`src/sv/cnm_pkg.sv`:
```
// Types, codes and entry functions for the CAN network management block.
package cnm_pkg;

	localparam int CNT_W = 16;

	localparam logic [2:0] ST_BUS_SLEEP   = 3'd0;
	localparam logic [2:0] ST_PREP_SLEEP  = 3'd1;
	localparam logic [2:0] ST_READY_SLEEP = 3'd2;
	localparam logic [2:0] ST_NORMAL      = 3'd3;
	localparam logic [2:0] ST_REPEAT      = 3'd4;

	localparam logic [1:0] MODE_BUS_SLEEP  = 2'd0;
	localparam logic [1:0] MODE_PREP_SLEEP = 2'd1;
	localparam logic [1:0] MODE_NETWORK    = 2'd2;

	localparam logic [2:0] KIND_TICK    = 3'd0;
	localparam logic [2:0] KIND_REQUEST = 3'd1;
	localparam logic [2:0] KIND_RELEASE = 3'd2;
	localparam logic [2:0] KIND_FRAME   = 3'd3;
	localparam logic [2:0] KIND_INIT    = 3'd4;
	localparam logic [2:0] KIND_DEINIT  = 3'd5;

	localparam logic [1:0] STAT_OK         = 2'd0;
	localparam logic [1:0] STAT_NO_INIT    = 2'd1;
	localparam logic [1:0] STAT_BAD_HANDLE = 2'd2;

	localparam logic [1:0] CFG_MSG_CYCLE  = 2'd0;
	localparam logic [1:0] CFG_REPEAT_MSG = 2'd1;
	localparam logic [1:0] CFG_NM_TIMEOUT = 2'd2;
	localparam logic [1:0] CFG_WAIT_SLEEP = 2'd3;

	localparam logic [CNT_W-1:0] RST_MSG_CYCLE  = 16'd10;
	localparam logic [CNT_W-1:0] RST_REPEAT_MSG = 16'd150;
	localparam logic [CNT_W-1:0] RST_NM_TIMEOUT = 16'd200;
	localparam logic [CNT_W-1:0] RST_WAIT_SLEEP = 16'd200;

	localparam logic [7:0] CBV_REPEAT_REQ    = 8'h01;
	localparam logic [7:0] CBV_ACTIVE_WAKEUP = 8'h10;

	typedef struct packed {
		logic [CNT_W-1:0] msg_cycle;
		logic [CNT_W-1:0] repeat_msg;
		logic [CNT_W-1:0] nm_timeout;
		logic [CNT_W-1:0] wait_sleep;
	} cfg_t;

	typedef struct packed {
		logic             init;
		logic [2:0]       fsm;
		logic             req;
		logic [CNT_W-1:0] tmo;
		logic [CNT_W-1:0] rpt;
		logic [CNT_W-1:0] slp;
		logic [CNT_W-1:0] cyc;
		logic             tx;
		logic [7:0]       cbv;
	} nm_st_t;

	// Last member sits in the lowest bits, so nm_state is bit 0 upward.
	typedef struct packed {
		logic [1:0] status;
		logic [7:0] frame_cbv;
		logic       send_frame;
		logic       mode_report;
		logic [1:0] nm_mode;
		logic [2:0] nm_state;
	} res_t;

	localparam int RES_W  = $bits(res_t);
	localparam int DATA_W = ((RES_W + 7) / 8) * 8;

	function automatic logic [CNT_W-1:0] sat_inc(input logic [CNT_W-1:0] v);
		return (v == '1) ? v : v + 1'b1;
	endfunction

	function automatic nm_st_t go_repeat(input nm_st_t s);
		nm_st_t r;
		r = s;
		r.fsm = ST_REPEAT;
		r.rpt = '0;
		r.tmo = '0;
		r.cyc = '0;
		r.tx  = 1'b1;
		r.cbv = s.cbv | CBV_REPEAT_REQ;
		return r;
	endfunction

	function automatic nm_st_t go_normal(input nm_st_t s);
		nm_st_t r;
		r = s;
		r.fsm = ST_NORMAL;
		r.tmo = '0;
		r.tx  = 1'b1;
		r.cbv = s.cbv & ~CBV_REPEAT_REQ;
		return r;
	endfunction

	function automatic nm_st_t go_ready(input nm_st_t s);
		nm_st_t r;
		r = s;
		r.fsm = ST_READY_SLEEP;
		r.tmo = '0;
		r.tx  = 1'b0;
		return r;
	endfunction

	function automatic nm_st_t go_prep(input nm_st_t s);
		nm_st_t r;
		r = s;
		r.fsm = ST_PREP_SLEEP;
		r.slp = '0;
		r.tx  = 1'b0;
		return r;
	endfunction

	function automatic nm_st_t go_bus_sleep(input nm_st_t s);
		nm_st_t r;
		r = s;
		r.fsm = ST_BUS_SLEEP;
		r.tx  = 1'b0;
		return r;
	endfunction

endpackage

```
`src/sv/cnm_cfg.sv`:
```
// Timing configuration registers of the CAN network management block.
module cnm_cfg (
	input  logic                     clk,
	input  logic                     arst_n,
	input  logic                     cfg_we,
	input  logic [1:0]               cfg_idx,
	input  logic [cnm_pkg::CNT_W-1:0] cfg_wdata,
	output cnm_pkg::cfg_t            cfg
);

	cnm_pkg::cfg_t cfg_q;

	always_ff @(posedge clk or negedge arst_n) begin
		if (!arst_n) begin
			cfg_q <= '{
				msg_cycle:  cnm_pkg::RST_MSG_CYCLE,
				repeat_msg: cnm_pkg::RST_REPEAT_MSG,
				nm_timeout: cnm_pkg::RST_NM_TIMEOUT,
				wait_sleep: cnm_pkg::RST_WAIT_SLEEP
			};
		end else if (cfg_we) begin
			unique case (cfg_idx)
				cnm_pkg::CFG_MSG_CYCLE:  cfg_q.msg_cycle  <= cfg_wdata;
				cnm_pkg::CFG_REPEAT_MSG: cfg_q.repeat_msg <= cfg_wdata;
				cnm_pkg::CFG_NM_TIMEOUT: cfg_q.nm_timeout <= cfg_wdata;
				cnm_pkg::CFG_WAIT_SLEEP: cfg_q.wait_sleep <= cfg_wdata;
				default: ;
			endcase
		end
	end

	assign cfg = cfg_q;

endmodule

```
`src/sv/cnm_step.sv`:
```
// Next-state and result logic for one network management event.
module cnm_step (
	input  cnm_pkg::nm_st_t st,
	input  cnm_pkg::cfg_t   cfg,
	input  logic [2:0]      kind,
	input  logic [7:0]      net_handle,
	output cnm_pkg::nm_st_t st_nxt,
	output cnm_pkg::res_t   res
);

	cnm_pkg::nm_st_t             n;
	logic [cnm_pkg::CNT_W-1:0]   cyc_inc;
	logic [cnm_pkg::CNT_W-1:0]   tmo_inc;
	logic [cnm_pkg::CNT_W-1:0]   rpt_inc;
	logic [cnm_pkg::CNT_W-1:0]   slp_inc;
	logic                        cyc_hit;
	logic                        rep;
	logic                        sent;
	logic [1:0]                  status;
	logic                        asleep;

	assign cyc_inc = cnm_pkg::sat_inc(st.cyc);
	assign tmo_inc = cnm_pkg::sat_inc(st.tmo);
	assign rpt_inc = cnm_pkg::sat_inc(st.rpt);
	assign slp_inc = cnm_pkg::sat_inc(st.slp);
	assign cyc_hit = (cyc_inc >= cfg.msg_cycle);
	assign asleep  = (st.fsm == cnm_pkg::ST_BUS_SLEEP) || (st.fsm == cnm_pkg::ST_PREP_SLEEP);

	always_comb begin
		n      = st;
		rep    = 1'b0;
		sent   = 1'b0;
		status = cnm_pkg::STAT_OK;
		if (kind == cnm_pkg::KIND_INIT) begin
			n      = '0;
			n.init = 1'b1;
			n.fsm  = cnm_pkg::ST_BUS_SLEEP;
			rep    = 1'b1;
		end else if (kind <= cnm_pkg::KIND_DEINIT && !st.init) begin
			status = cnm_pkg::STAT_NO_INIT;
		end else begin
			case (kind)
				cnm_pkg::KIND_DEINIT: begin
					n.init = 1'b0;
					n      = cnm_pkg::go_bus_sleep(n);
					rep    = 1'b1;
				end
				cnm_pkg::KIND_REQUEST: begin
					if (net_handle != 8'd0) begin
						status = cnm_pkg::STAT_BAD_HANDLE;
					end else begin
						n.req = 1'b1;
						if (asleep) begin
							n.cbv = st.cbv | cnm_pkg::CBV_ACTIVE_WAKEUP;
							n     = cnm_pkg::go_repeat(n);
							rep   = 1'b1;
						end else if (st.fsm == cnm_pkg::ST_READY_SLEEP) begin
							n   = cnm_pkg::go_normal(n);
							rep = 1'b1;
						end else begin
							n.tmo = '0;
						end
					end
				end
				cnm_pkg::KIND_RELEASE: begin
					if (net_handle != 8'd0) begin
						status = cnm_pkg::STAT_BAD_HANDLE;
					end else begin
						n.req = 1'b0;
						if (st.fsm == cnm_pkg::ST_NORMAL) begin
							n   = cnm_pkg::go_ready(n);
							rep = 1'b1;
						end
					end
				end
				cnm_pkg::KIND_FRAME: begin
					n.tmo = '0;
					if (asleep) begin
						n   = cnm_pkg::go_repeat(n);
						rep = 1'b1;
					end
				end
				cnm_pkg::KIND_TICK: begin
					unique case (st.fsm)
						cnm_pkg::ST_REPEAT: begin
							n.rpt = rpt_inc;
							n.tmo = tmo_inc;
							n.cyc = cyc_hit ? '0 : cyc_inc;
							sent  = cyc_hit && st.tx;
							if (rpt_inc >= cfg.repeat_msg) begin
								n   = st.req ? cnm_pkg::go_normal(n) : cnm_pkg::go_ready(n);
								rep = 1'b1;
							end
						end
						cnm_pkg::ST_NORMAL: begin
							n.tmo = tmo_inc;
							n.cyc = cyc_hit ? '0 : cyc_inc;
							sent  = cyc_hit && st.tx;
							if (tmo_inc >= cfg.nm_timeout) begin
								n   = cnm_pkg::go_repeat(n);
								rep = 1'b1;
							end
						end
						cnm_pkg::ST_READY_SLEEP: begin
							n.tmo = tmo_inc;
							if (tmo_inc >= cfg.nm_timeout) begin
								n   = cnm_pkg::go_prep(n);
								rep = 1'b1;
							end
						end
						cnm_pkg::ST_PREP_SLEEP: begin
							n.slp = slp_inc;
							if (slp_inc >= cfg.wait_sleep) begin
								n   = cnm_pkg::go_bus_sleep(n);
								rep = 1'b1;
							end
						end
						default: ;
					endcase
				end
				default: ;
			endcase
		end
	end

	assign st_nxt = n;

	always_comb begin
		res.nm_state    = n.fsm;
		res.mode_report = rep;
		res.send_frame  = sent;
		// A frame goes out with the byte held before any entry on the same tick.
		res.frame_cbv   = sent ? st.cbv : n.cbv;
		res.status      = status;
		unique case (n.fsm)
			cnm_pkg::ST_BUS_SLEEP:  res.nm_mode = cnm_pkg::MODE_BUS_SLEEP;
			cnm_pkg::ST_PREP_SLEEP: res.nm_mode = cnm_pkg::MODE_PREP_SLEEP;
			default:                res.nm_mode = cnm_pkg::MODE_NETWORK;
		endcase
	end

endmodule

```
`src/sv/can_network_management_fsm.sv`:
```
// Top level of the CAN network management state machine.
//
//   channel   direction  tdata                     tuser
//   s_axis    in         net_handle [7:0]          kind [2:0]
//   m_axis    out        result word [16:0]        -
//   cfg       in         cfg_wdata, index cfg_idx  -
//
// One word is taken into an input register and processed from there into the result
// register; one word per cycle is sustained while the receiver is ready.
// Reset leaves the block uninitialized in bus sleep with default timings.
// A stalled result holds the input register; the input stalls only when both
// registers are full and the receiver is not ready.
module can_network_management_fsm (
	input  logic                        clk,
	input  logic                        arst_n,
	input  logic                        s_tvalid,
	output logic                        s_tready,
	input  logic [7:0]                  s_tdata,  // [7:0] net_handle
	input  logic [2:0]                  s_tuser,  // [2:0] kind
	output logic                        m_tvalid,
	input  logic                        m_tready,
	// [2:0] nm_state, [4:3] nm_mode, [5] mode_report, [6] send_frame,
	// [14:7] frame_cbv, [16:15] status, upper bits zero
	output logic [cnm_pkg::DATA_W-1:0]  m_tdata,
	input  logic                        cfg_we,
	input  logic [1:0]                  cfg_idx,
	input  logic [cnm_pkg::CNT_W-1:0]   cfg_wdata
);

	cnm_pkg::cfg_t   cfg;
	cnm_pkg::nm_st_t st_q;
	cnm_pkg::nm_st_t st_nxt;
	cnm_pkg::res_t   res;
	cnm_pkg::res_t   res_s2;
	logic            vld_s1;
	logic            vld_s2;
	logic [2:0]      kind_s1;
	logic [7:0]      handle_s1;
	logic            adv;

	cnm_cfg u_cfg (
		.clk       (clk),
		.arst_n    (arst_n),
		.cfg_we    (cfg_we),
		.cfg_idx   (cfg_idx),
		.cfg_wdata (cfg_wdata),
		.cfg       (cfg)
	);

	cnm_step u_step (
		.st         (st_q),
		.cfg        (cfg),
		.kind       (kind_s1),
		.net_handle (handle_s1),
		.st_nxt     (st_nxt),
		.res        (res)
	);

	assign adv      = vld_s1 && (!vld_s2 || m_tready);
	assign s_tready = !vld_s1 || adv;

	always_ff @(posedge clk or negedge arst_n) begin
		if (!arst_n) begin
			vld_s1 <= 1'b0;
		end else if (s_tready) begin
			vld_s1 <= s_tvalid;
		end
	end

	always_ff @(posedge clk) begin
		if (s_tready && s_tvalid) begin
			kind_s1   <= s_tuser;
			handle_s1 <= s_tdata;
		end
	end

	always_ff @(posedge clk or negedge arst_n) begin
		if (!arst_n) begin
			st_q <= '{fsm: cnm_pkg::ST_BUS_SLEEP, default: '0};
		end else if (adv) begin
			st_q <= st_nxt;
		end
	end

	always_ff @(posedge clk or negedge arst_n) begin
		if (!arst_n) begin
			vld_s2 <= 1'b0;
		end else if (adv) begin
			vld_s2 <= 1'b1;
		end else if (m_tready) begin
			vld_s2 <= 1'b0;
		end
	end

	always_ff @(posedge clk) begin
		if (adv) begin
			res_s2 <= res;
		end
	end

	assign m_tvalid = vld_s2;
	assign m_tdata  = {{(cnm_pkg::DATA_W - cnm_pkg::RES_W){1'b0}}, res_s2};

endmodule

```
`config.mk`:
```
export PLATFORM = sky130hd
export DESIGN_NAME = can_network_management_fsm
export DESIGN_NICKNAME = d
export VERILOG_FILES = /design/src/sv/cnm_pkg.sv /design/src/sv/cnm_cfg.sv /design/src/sv/cnm_step.sv /design/src/sv/can_network_management_fsm.sv
export SDC_FILE = /design/constraint.sdc
export NUM_CORES = 1
export LEC_CHECK = 0
export ABC_AREA = 1
export BUFFER_PORTS_ARGS = -buffer_cell sky130_fd_sc_hd__buf_2
export CAP_MARGIN = 10
export CELL_PAD_IN_SITES_DETAIL_PLACEMENT = 1
export CELL_PAD_IN_SITES_GLOBAL_PLACEMENT = 2
export CORE_ASPECT_RATIO = 1.2
export CORE_MARGIN = 1
export CORE_UTILIZATION = 30
export CTS_CLUSTER_DIAMETER = 100
export DETAILED_ROUTE_END_ITERATION = 7
export GPL_ROUTABILITY_DRIVEN = 0
export PLACE_DENSITY_LB_ADDON = 0.1
export SYNTH_ARGS = -nofsm -noshare
export SYNTH_HDL_FRONTEND = slang
export SYNTH_SLANG_ARGS = --single-unit
export TNS_END_PERCENT = 50
```
`constraint.sdc`:
```
create_clock -name clk -period 5.7 [get_ports clk]
set_clock_uncertainty 0.15 [all_clocks]
set_input_delay 0.285 -clock clk [delete_from_list [all_inputs] [get_ports clk]]
set_output_delay 0.285 -clock clk [all_outputs]
set_load 0.1 [all_outputs]
```
**Word level (Yosys, flattened, before mapping)**

Index checks and enable logic that the tools add are counted.

- Register bits after elaboration: 172
- Word-level logic and storage cells: 160

- $add $sub $neg: 4
- $lt $le $gt $ge: 5
- Equality and inequality tests: 44
- Muxes and demuxes: 44
- Bitwise logic cells: 1
- Reductions and logical operators: 38

Operators with widths:

| cell | number |
|---|---|
| 78-bit two-way mux | 6 |
| 78-bit case mux with 5 select lines | 1 |
| 77-bit two-way mux | 5 |
| 78-bit case mux with 4 select lines | 1 |
| 16-bit two-way mux | 5 |
| 75-bit two-way mux | 1 |
| 16-bit by 1-bit adder with 16-bit output, second input constant | 4 |
| 16-bit equality test, second input constant | 4 |
| 16-bit greater-or-equal comparator | 4 |
| 12-bit AND reduction | 2 |
| 11-bit AND reduction | 2 |
| 1-bit two-way mux | 18 |
| 3-bit by 2-bit inequality test with 1-bit output, second input constant | 6 |
| 2-bit by 1-bit inequality test with 1-bit output, second input constant | 8 |
| 13-bit AND reduction | 1 |
| 3-bit by 2-bit equality test with 1-bit output, second input constant | 4 |
| 3-bit by 1-bit inequality test with 1-bit output, second input constant | 4 |
| 3-bit by 1-bit equality test with 1-bit output, second input constant | 3 |
| 3-bit equality test, second input constant | 3 |
| 3-bit zero test | 3 |
| 9-bit two-way mux | 1 |
| 9-bit AND reduction | 1 |
| 8-bit two-way mux | 1 |
| 4-bit by 2-bit inequality test with 1-bit output, second input constant | 2 |
| 29 further kinds | 46 |

**Depth between registers and ports, before layout**

- Depth after elaboration: 12
- Mapped depth: 27
- Depth with buffers taken out: 27

**Cells and area by module**

A second synthesis with hierarchy kept.

- Cells, all modules: 2,046
- Area, all modules: 13,693.1 um2

By module, submodules not included:

| module | instances | cells each | area each (um2) | seq. area each (um2) |
|---|---|---|---|---|
| cnm_step | 1 | 1,377 | 6,981.7 | 0.0 |
| can_network_management_fsm | 1 | 384 | 4,085.2 | 2,842.7 |
| cnm_cfg | 1 | 285 | 2,626.3 | 1,616.6 |

**Worst setup path before layout**

No wires, ideal clock.

- Path kind: reg-to-reg
- Start point: register st_q[57] in the netlist's numbering
- End point: register st_q[36] in the netlist's numbering
- Data arrival time: 3.156 ns
- Required time: 5.429 ns
- Path slack: 2.273 ns
- Stages on the path, launching flop included: 23
- Path buffers: 1
- Clock period less this slack: 3.427 ns
- Path through: dfrtp_1 ha_1 nand2_1 nor3_1 nand4_1 nor2_1 nand2_1 nand3_1 xor2_1 inv_1 ha_1 nand2_1 nand2_1 nand2_1 nand2_1 a21oi_1 nand3_1 nor2_1 nand2_1 nand2_1 nor2_1 buf_2 a22o_1

- Longest elaborated chain between the ends: 5
- Elaborated cells between the ends (all ways): 6
- Classes of those cells: add/sub: 1; order compare: 1; eq/ne: 2; mux: 1; reduce/logical: 1

Ends and longest elaborated chain:

| item | RTL line | RTL |
|---|---|---|
| start: declaration | can_network_management_fsm.sv:31 | `cnm_pkg::nm_st_t st_q;` |
| start signal: assignment | can_network_management_fsm.sv:81 | `st_q <= st_nxt;` |
| 16-bit by 1-bit adder with 16-bit output or 16-bit equality test (tied branches) | cnm_pkg.sv:73 | `return (v == '1) ? v : v + 1'b1;` |
| 16-bit two-way mux (*) | cnm_pkg.sv:73 |  |
| 16-bit greater-or-equal comparator (*) | cnm_step.sv:106 | `if (tmo_inc >= cfg.nm_timeout) begin` |
| 3-bit by 2-bit inequality test with 1-bit output (no source line) (*) | - |  |
| 11-bit AND reduction (no source line) (*) | - |  |

Every way passes the cells marked *; elsewhere a longest branch is shown, timed or not.
A chain may end at the register's enable or synchronous reset.

**Final worst setup path**

- Start point: register st_q[57] in the netlist's numbering
- End point: register st_q[41] in the netlist's numbering

- Longest elaborated chain between the ends: 5
- Elaborated cells between the ends (all ways): 6
- Classes of those cells: add/sub: 1; order compare: 1; eq/ne: 2; mux: 1; reduce/logical: 1

Ends and longest elaborated chain:

| item | RTL line | RTL |
|---|---|---|
| 16-bit by 1-bit adder with 16-bit output or 16-bit equality test (tied branches) | cnm_pkg.sv:73 |  |
| 16-bit two-way mux (*) | cnm_pkg.sv:73 |  |
| 16-bit greater-or-equal comparator (*) | cnm_step.sv:99 | `if (tmo_inc >= cfg.nm_timeout) begin` |
| 4-bit by 3-bit inequality test with 1-bit output (no source line) (*) | - |  |
| 12-bit AND reduction (no source line) (*) | - |  |

Marked as above.

==> impl_summary.log <==
INFO  metric met3_usage = 2.49%
INFO  metric power_frac_clock = 30.2%
INFO  metric area.growth.synth_to_final = 14.2%
INFO  metric rows = 74
INFO  metric hold_path.class = input port to flop
INFO  metric yosysSeqAreaShare = 42.5%
INFO  metric syn_area = 0.0105 mm²
INFO  metric seq_power_share = 38.2%
INFO  metric path_max_fanout = 29
INFO  metric drt_iter0_markers = 372
INFO  metric antenna_found_initial = 0
INFO  metric total_overflow_reported_by_the_global_router = 0
INFO  metric drt_drc_violations_left = 0
INFO  metric num-fill-cells = 4244
INFO  metric timing.final.hold_violations = 0
INFO  metric clockBufferDepth = 2
INFO  metric ctsRootBufferMaster = sky130_fd_sc_hd__clkbuf_16
INFO  metric port-buffer-count = 52
INFO  metric portion_of_synthesized_cell_area_occupied_by_the_leading_cell_type = 31.5%
INFO  metric drive_above_1_share = 10.4%
INFO  metric async_reset_ff_share = 83.7%
INFO  metric setup_viol_count_final = 0
INFO  metric layout.cells.most_common_list = sky130_fd_sc_hd__nand2_1, sky130_fd_sc_hd__inv_1, sky130_fd_sc_hd__dfrtp_1, sky130_fd_sc_hd__o21ai_0, sky130_fd_sc_hd__nor2_1
INFO  metric timing.critical_path.slowest_cell_delay = 650 ps
INFO  metric max_cap_viol_count = 0
INFO  metric critPathLaunch = st_q[57]
INFO  metric yosys.area.top_type = sky130_fd_sc_hd__dfrtp_1
INFO  metric vias = 8935
INFO  metric grt_util_all_layers = 18.9%
INFO  metric run_status = finished clean
INFO  metric insertion_delay = 460 ps
INFO  metric combinationalPowerShare = 31.6%
INFO  metric grt_first_pass_wirelength = 52.0 mm
INFO  metric worst_slew_pin_slew = 1130 ps
INFO  metric synth_cells = 1349
INFO  metric detailed_placement_hpwl = 24.5 mm
INFO  metric timing.final.crit_period = 4530 ps
INFO  metric syn_avg_cell_area = 7.78 µm²
INFO  metric routed_via_density = 4.75
INFO  metric cts.htree.levels = 4
INFO  metric die_ar = 0.0357 mm²
INFO  metric timing.critical_path.to = st_q[41]
INFO  metric postCtsHoldBufs = 15
INFO  metric worst_ep_arrival_time = 4710 ps
INFO  metric post_cts_buffers = 0
INFO  metric mostFrequentLayoutCell = sky130_fd_sc_hd__nand2_1
INFO  metric critical_path.cell_chain = ha_1 -> nand2_1 -> nor3_1 -> nand4_1 -> nor2_1 -> nand2_1 -> nand3_1 -> xor2_1 -> inv_1 -> ha_1 -> nand3_1 -> nor3_1 -> nand2_1 -> nand4_1 -> nor2_1 -> nor2_4 -> inv_2 -> nand2_1 -> o31ai_2
INFO  metric leading_cell_types_by_total_area_after_synthesis = sky130_fd_sc_hd__dfrtp_1, sky130_fd_sc_hd__nand2_1, sky130_fd_sc_hd__inv_1
INFO  metric ratio_of_final_minimum_period_to_clock_period = 79.4%
INFO  metric first_global_vias = 9346
INFO  metric critical_path.endpoint_type = flop
INFO  metric final-max-slew-violation-count = 0
INFO  metric ys_types = 50
INFO  metric floorplan.core_area = 0.0343 mm²
INFO  metric fmax = 0.221 GHz
INFO  metric cts_tree = done
INFO  metric cts.repair.resized = 0
INFO  metric r2r_end = st_q[41]
INFO  metric dr.pass1.iters = 5
INFO  metric grt.met1_usage = 23.2%
INFO  metric postLayoutCellArea = 0.0120 mm²
INFO  metric synth-seq-cells = 172
INFO  metric top_level_ports = 60
INFO  metric cts_bufs_inserted = 17
INFO  metric power.net_switching = 1.70 mW
INFO  metric critical-path-top-cell-by-count = sky130_fd_sc_hd__nand2_1
INFO  metric die_height = 207 µm
INFO  metric setup.worst_path.class = flop to flop
INFO  metric cp_required = 5890 ps
INFO  metric die_width = 173 µm
INFO  metric grt_most_used_layer = met2
INFO  metric drtAntennaViolNets = 0
INFO  metric floorplan.initialDensity = 30.6%
INFO  metric worst_r2r_path_depth = 19
INFO  metric crit_path_start_kind = flop
INFO  metric cpMaxStageDelayCell = sky130_fd_sc_hd__nor2_4
INFO  metric total_routed_length = 31.8 mm
INFO  metric final.setup.tns = 0 ps
INFO  metric cts_sinks = 172
INFO  metric diodes = 0
INFO  metric layout.cells.non_filler = 1882
INFO  metric leakage = 5.92 nW
INFO  metric irDropWorstVdd = 0.263 mV
INFO  metric ys_dominant_reg_cell = sky130_fd_sc_hd__dfrtp_1
INFO  metric r2r_start = st_q[57]
INFO  metric global_route.usage.met2 = 34.4%
INFO  metric placement.cell_area = 0.0112 mm²
INFO  metric netSwitchingFraction = 39.9%
INFO  metric synth.yosys.warnings = 0
INFO  metric clock_transition_at_path_regs = 80 ps
INFO  metric wl_per_cell = 16.9 µm
INFO  metric instance_count_after_placement_with_tap_cells_included = 1835
INFO  metric grt_start_max_net_pins = 58
INFO  metric slew_headroom = 24.2%
INFO  metric power_report.internal_total = 2.56 mW
INFO  metric nets = 1515
INFO  metric worst-r2r-setup-slack = 1170 ps
INFO  metric number_of_synthesized_flops_with_an_enable_pin = 28
INFO  metric power_density = 356 mW/mm²
INFO  metric unrepaired_setup_endpoints_after_global_routing = false
## sequential cells by signal (all words and copies together), names as in the netlist
register and flops:
st_q 78, u_cfg.cfg 64, m_tdata 17, handle_s1 8
kind_s1 3, m_tvalid 1, vld_s1 1
## Yosys cell counts, drive strengths merged, types with 18 or more instances
cell	number
nor2	104
dfrtp	132
inv	241
nor3	43
edfxtp	28
nand2	308
xor2	27
a21oi	52
o21ai	140
buf	18
ha	68
nand3	87
nand4	23
## worst min path at each step
stage                      start             to  slack (ps)  cells past startpoint
global route        cfg_wdata[8]  u_cfg.cfg[56]          60                      3
CTS                 cfg_wdata[8]  u_cfg.cfg[56]          40                      3
detailed placement        arst_n       st_q[53]         160                      1
finish              cfg_wdata[8]  u_cfg.cfg[56]          50                      3
global placement          arst_n       st_q[49]         170                      1
floorplan                 arst_n       m_tvalid        -160                      0
## cell families after synthesis
| kind of cell | count (synthesis) | share of synthesized area [%] |
|---|---|---|
| xor gates and xnor gates | 30 | 2.50 |
| DFF | 172 | 42.5 |
| and+or+nand+nor | 574 | 24.3 |
| muxes | 1 | 0.107 |
| adders and majority gates | 68 | 8.11 |
| buffers and inverters | 273 | 10.5 |
| AOI/OAI and AO/OA | 230 | 12.0 |
| other | 1 | 0.0357 |
## layout make-up
class	instances	area, µm²	area share (%)
timing repair buffer	70	439	3.66
clock inverter	10	109	0.908
multi-input combinational	910	4960	41.4
sequential	172	4460	37.2
clock buffer	22	539	4.50
inverter	242	911	7.60
tap	456	571	4.76
## power by group through the flow
| stage | combinational, mW | clock [mW] | sequential (mW) |
|---|---|---|---|
| 2_1_floorplan | 0.808 | 0 | 1.80 |
| 3_3_place_gp | 1.35 | 0 | 1.65 |
| 3_5_place_dp | 1.37 | 0 | 1.65 |
| 4_1_cts | 1.38 | 1.34 | 1.63 |
| 5_1_grt | 1.53 | 1.37 | 1.66 |
| 6_report | 1.35 | 1.29 | 1.63 |
## worst max-delay path, delay by kind of cell (launching register included)
kind	cells	cell delay [ps]
XOR/XNOR	1	220
AND/OR/NAND/NOR	13	2740
adder cells (fa/ha/maj)	2	560
AO/OA/AOI/OAI	1	60
buffers and inverters	2	200
flip-flops	1	470
## metal layers
metal	up-vias	part of all wire, %
met1	4325	45
met5	-	0
li1	4499	-
met4	0	1.6
met2	86	51
met3	25	1.9
## metrics by stage
stage	setup WS [ps]	hold WS (ps)	total power, mW	util (%)
after CTS	1210	38.2	4.35	35.0
after global routing	605	64.6	4.56	35.0
after detailed placement	1270	165	3.02	32.7
after floorplan	2270	-161	2.61	-
final	1170	48.8	4.27	35.0
after global placement	1400	169	3.00	32.7
(Power assumes the default switching activity.)
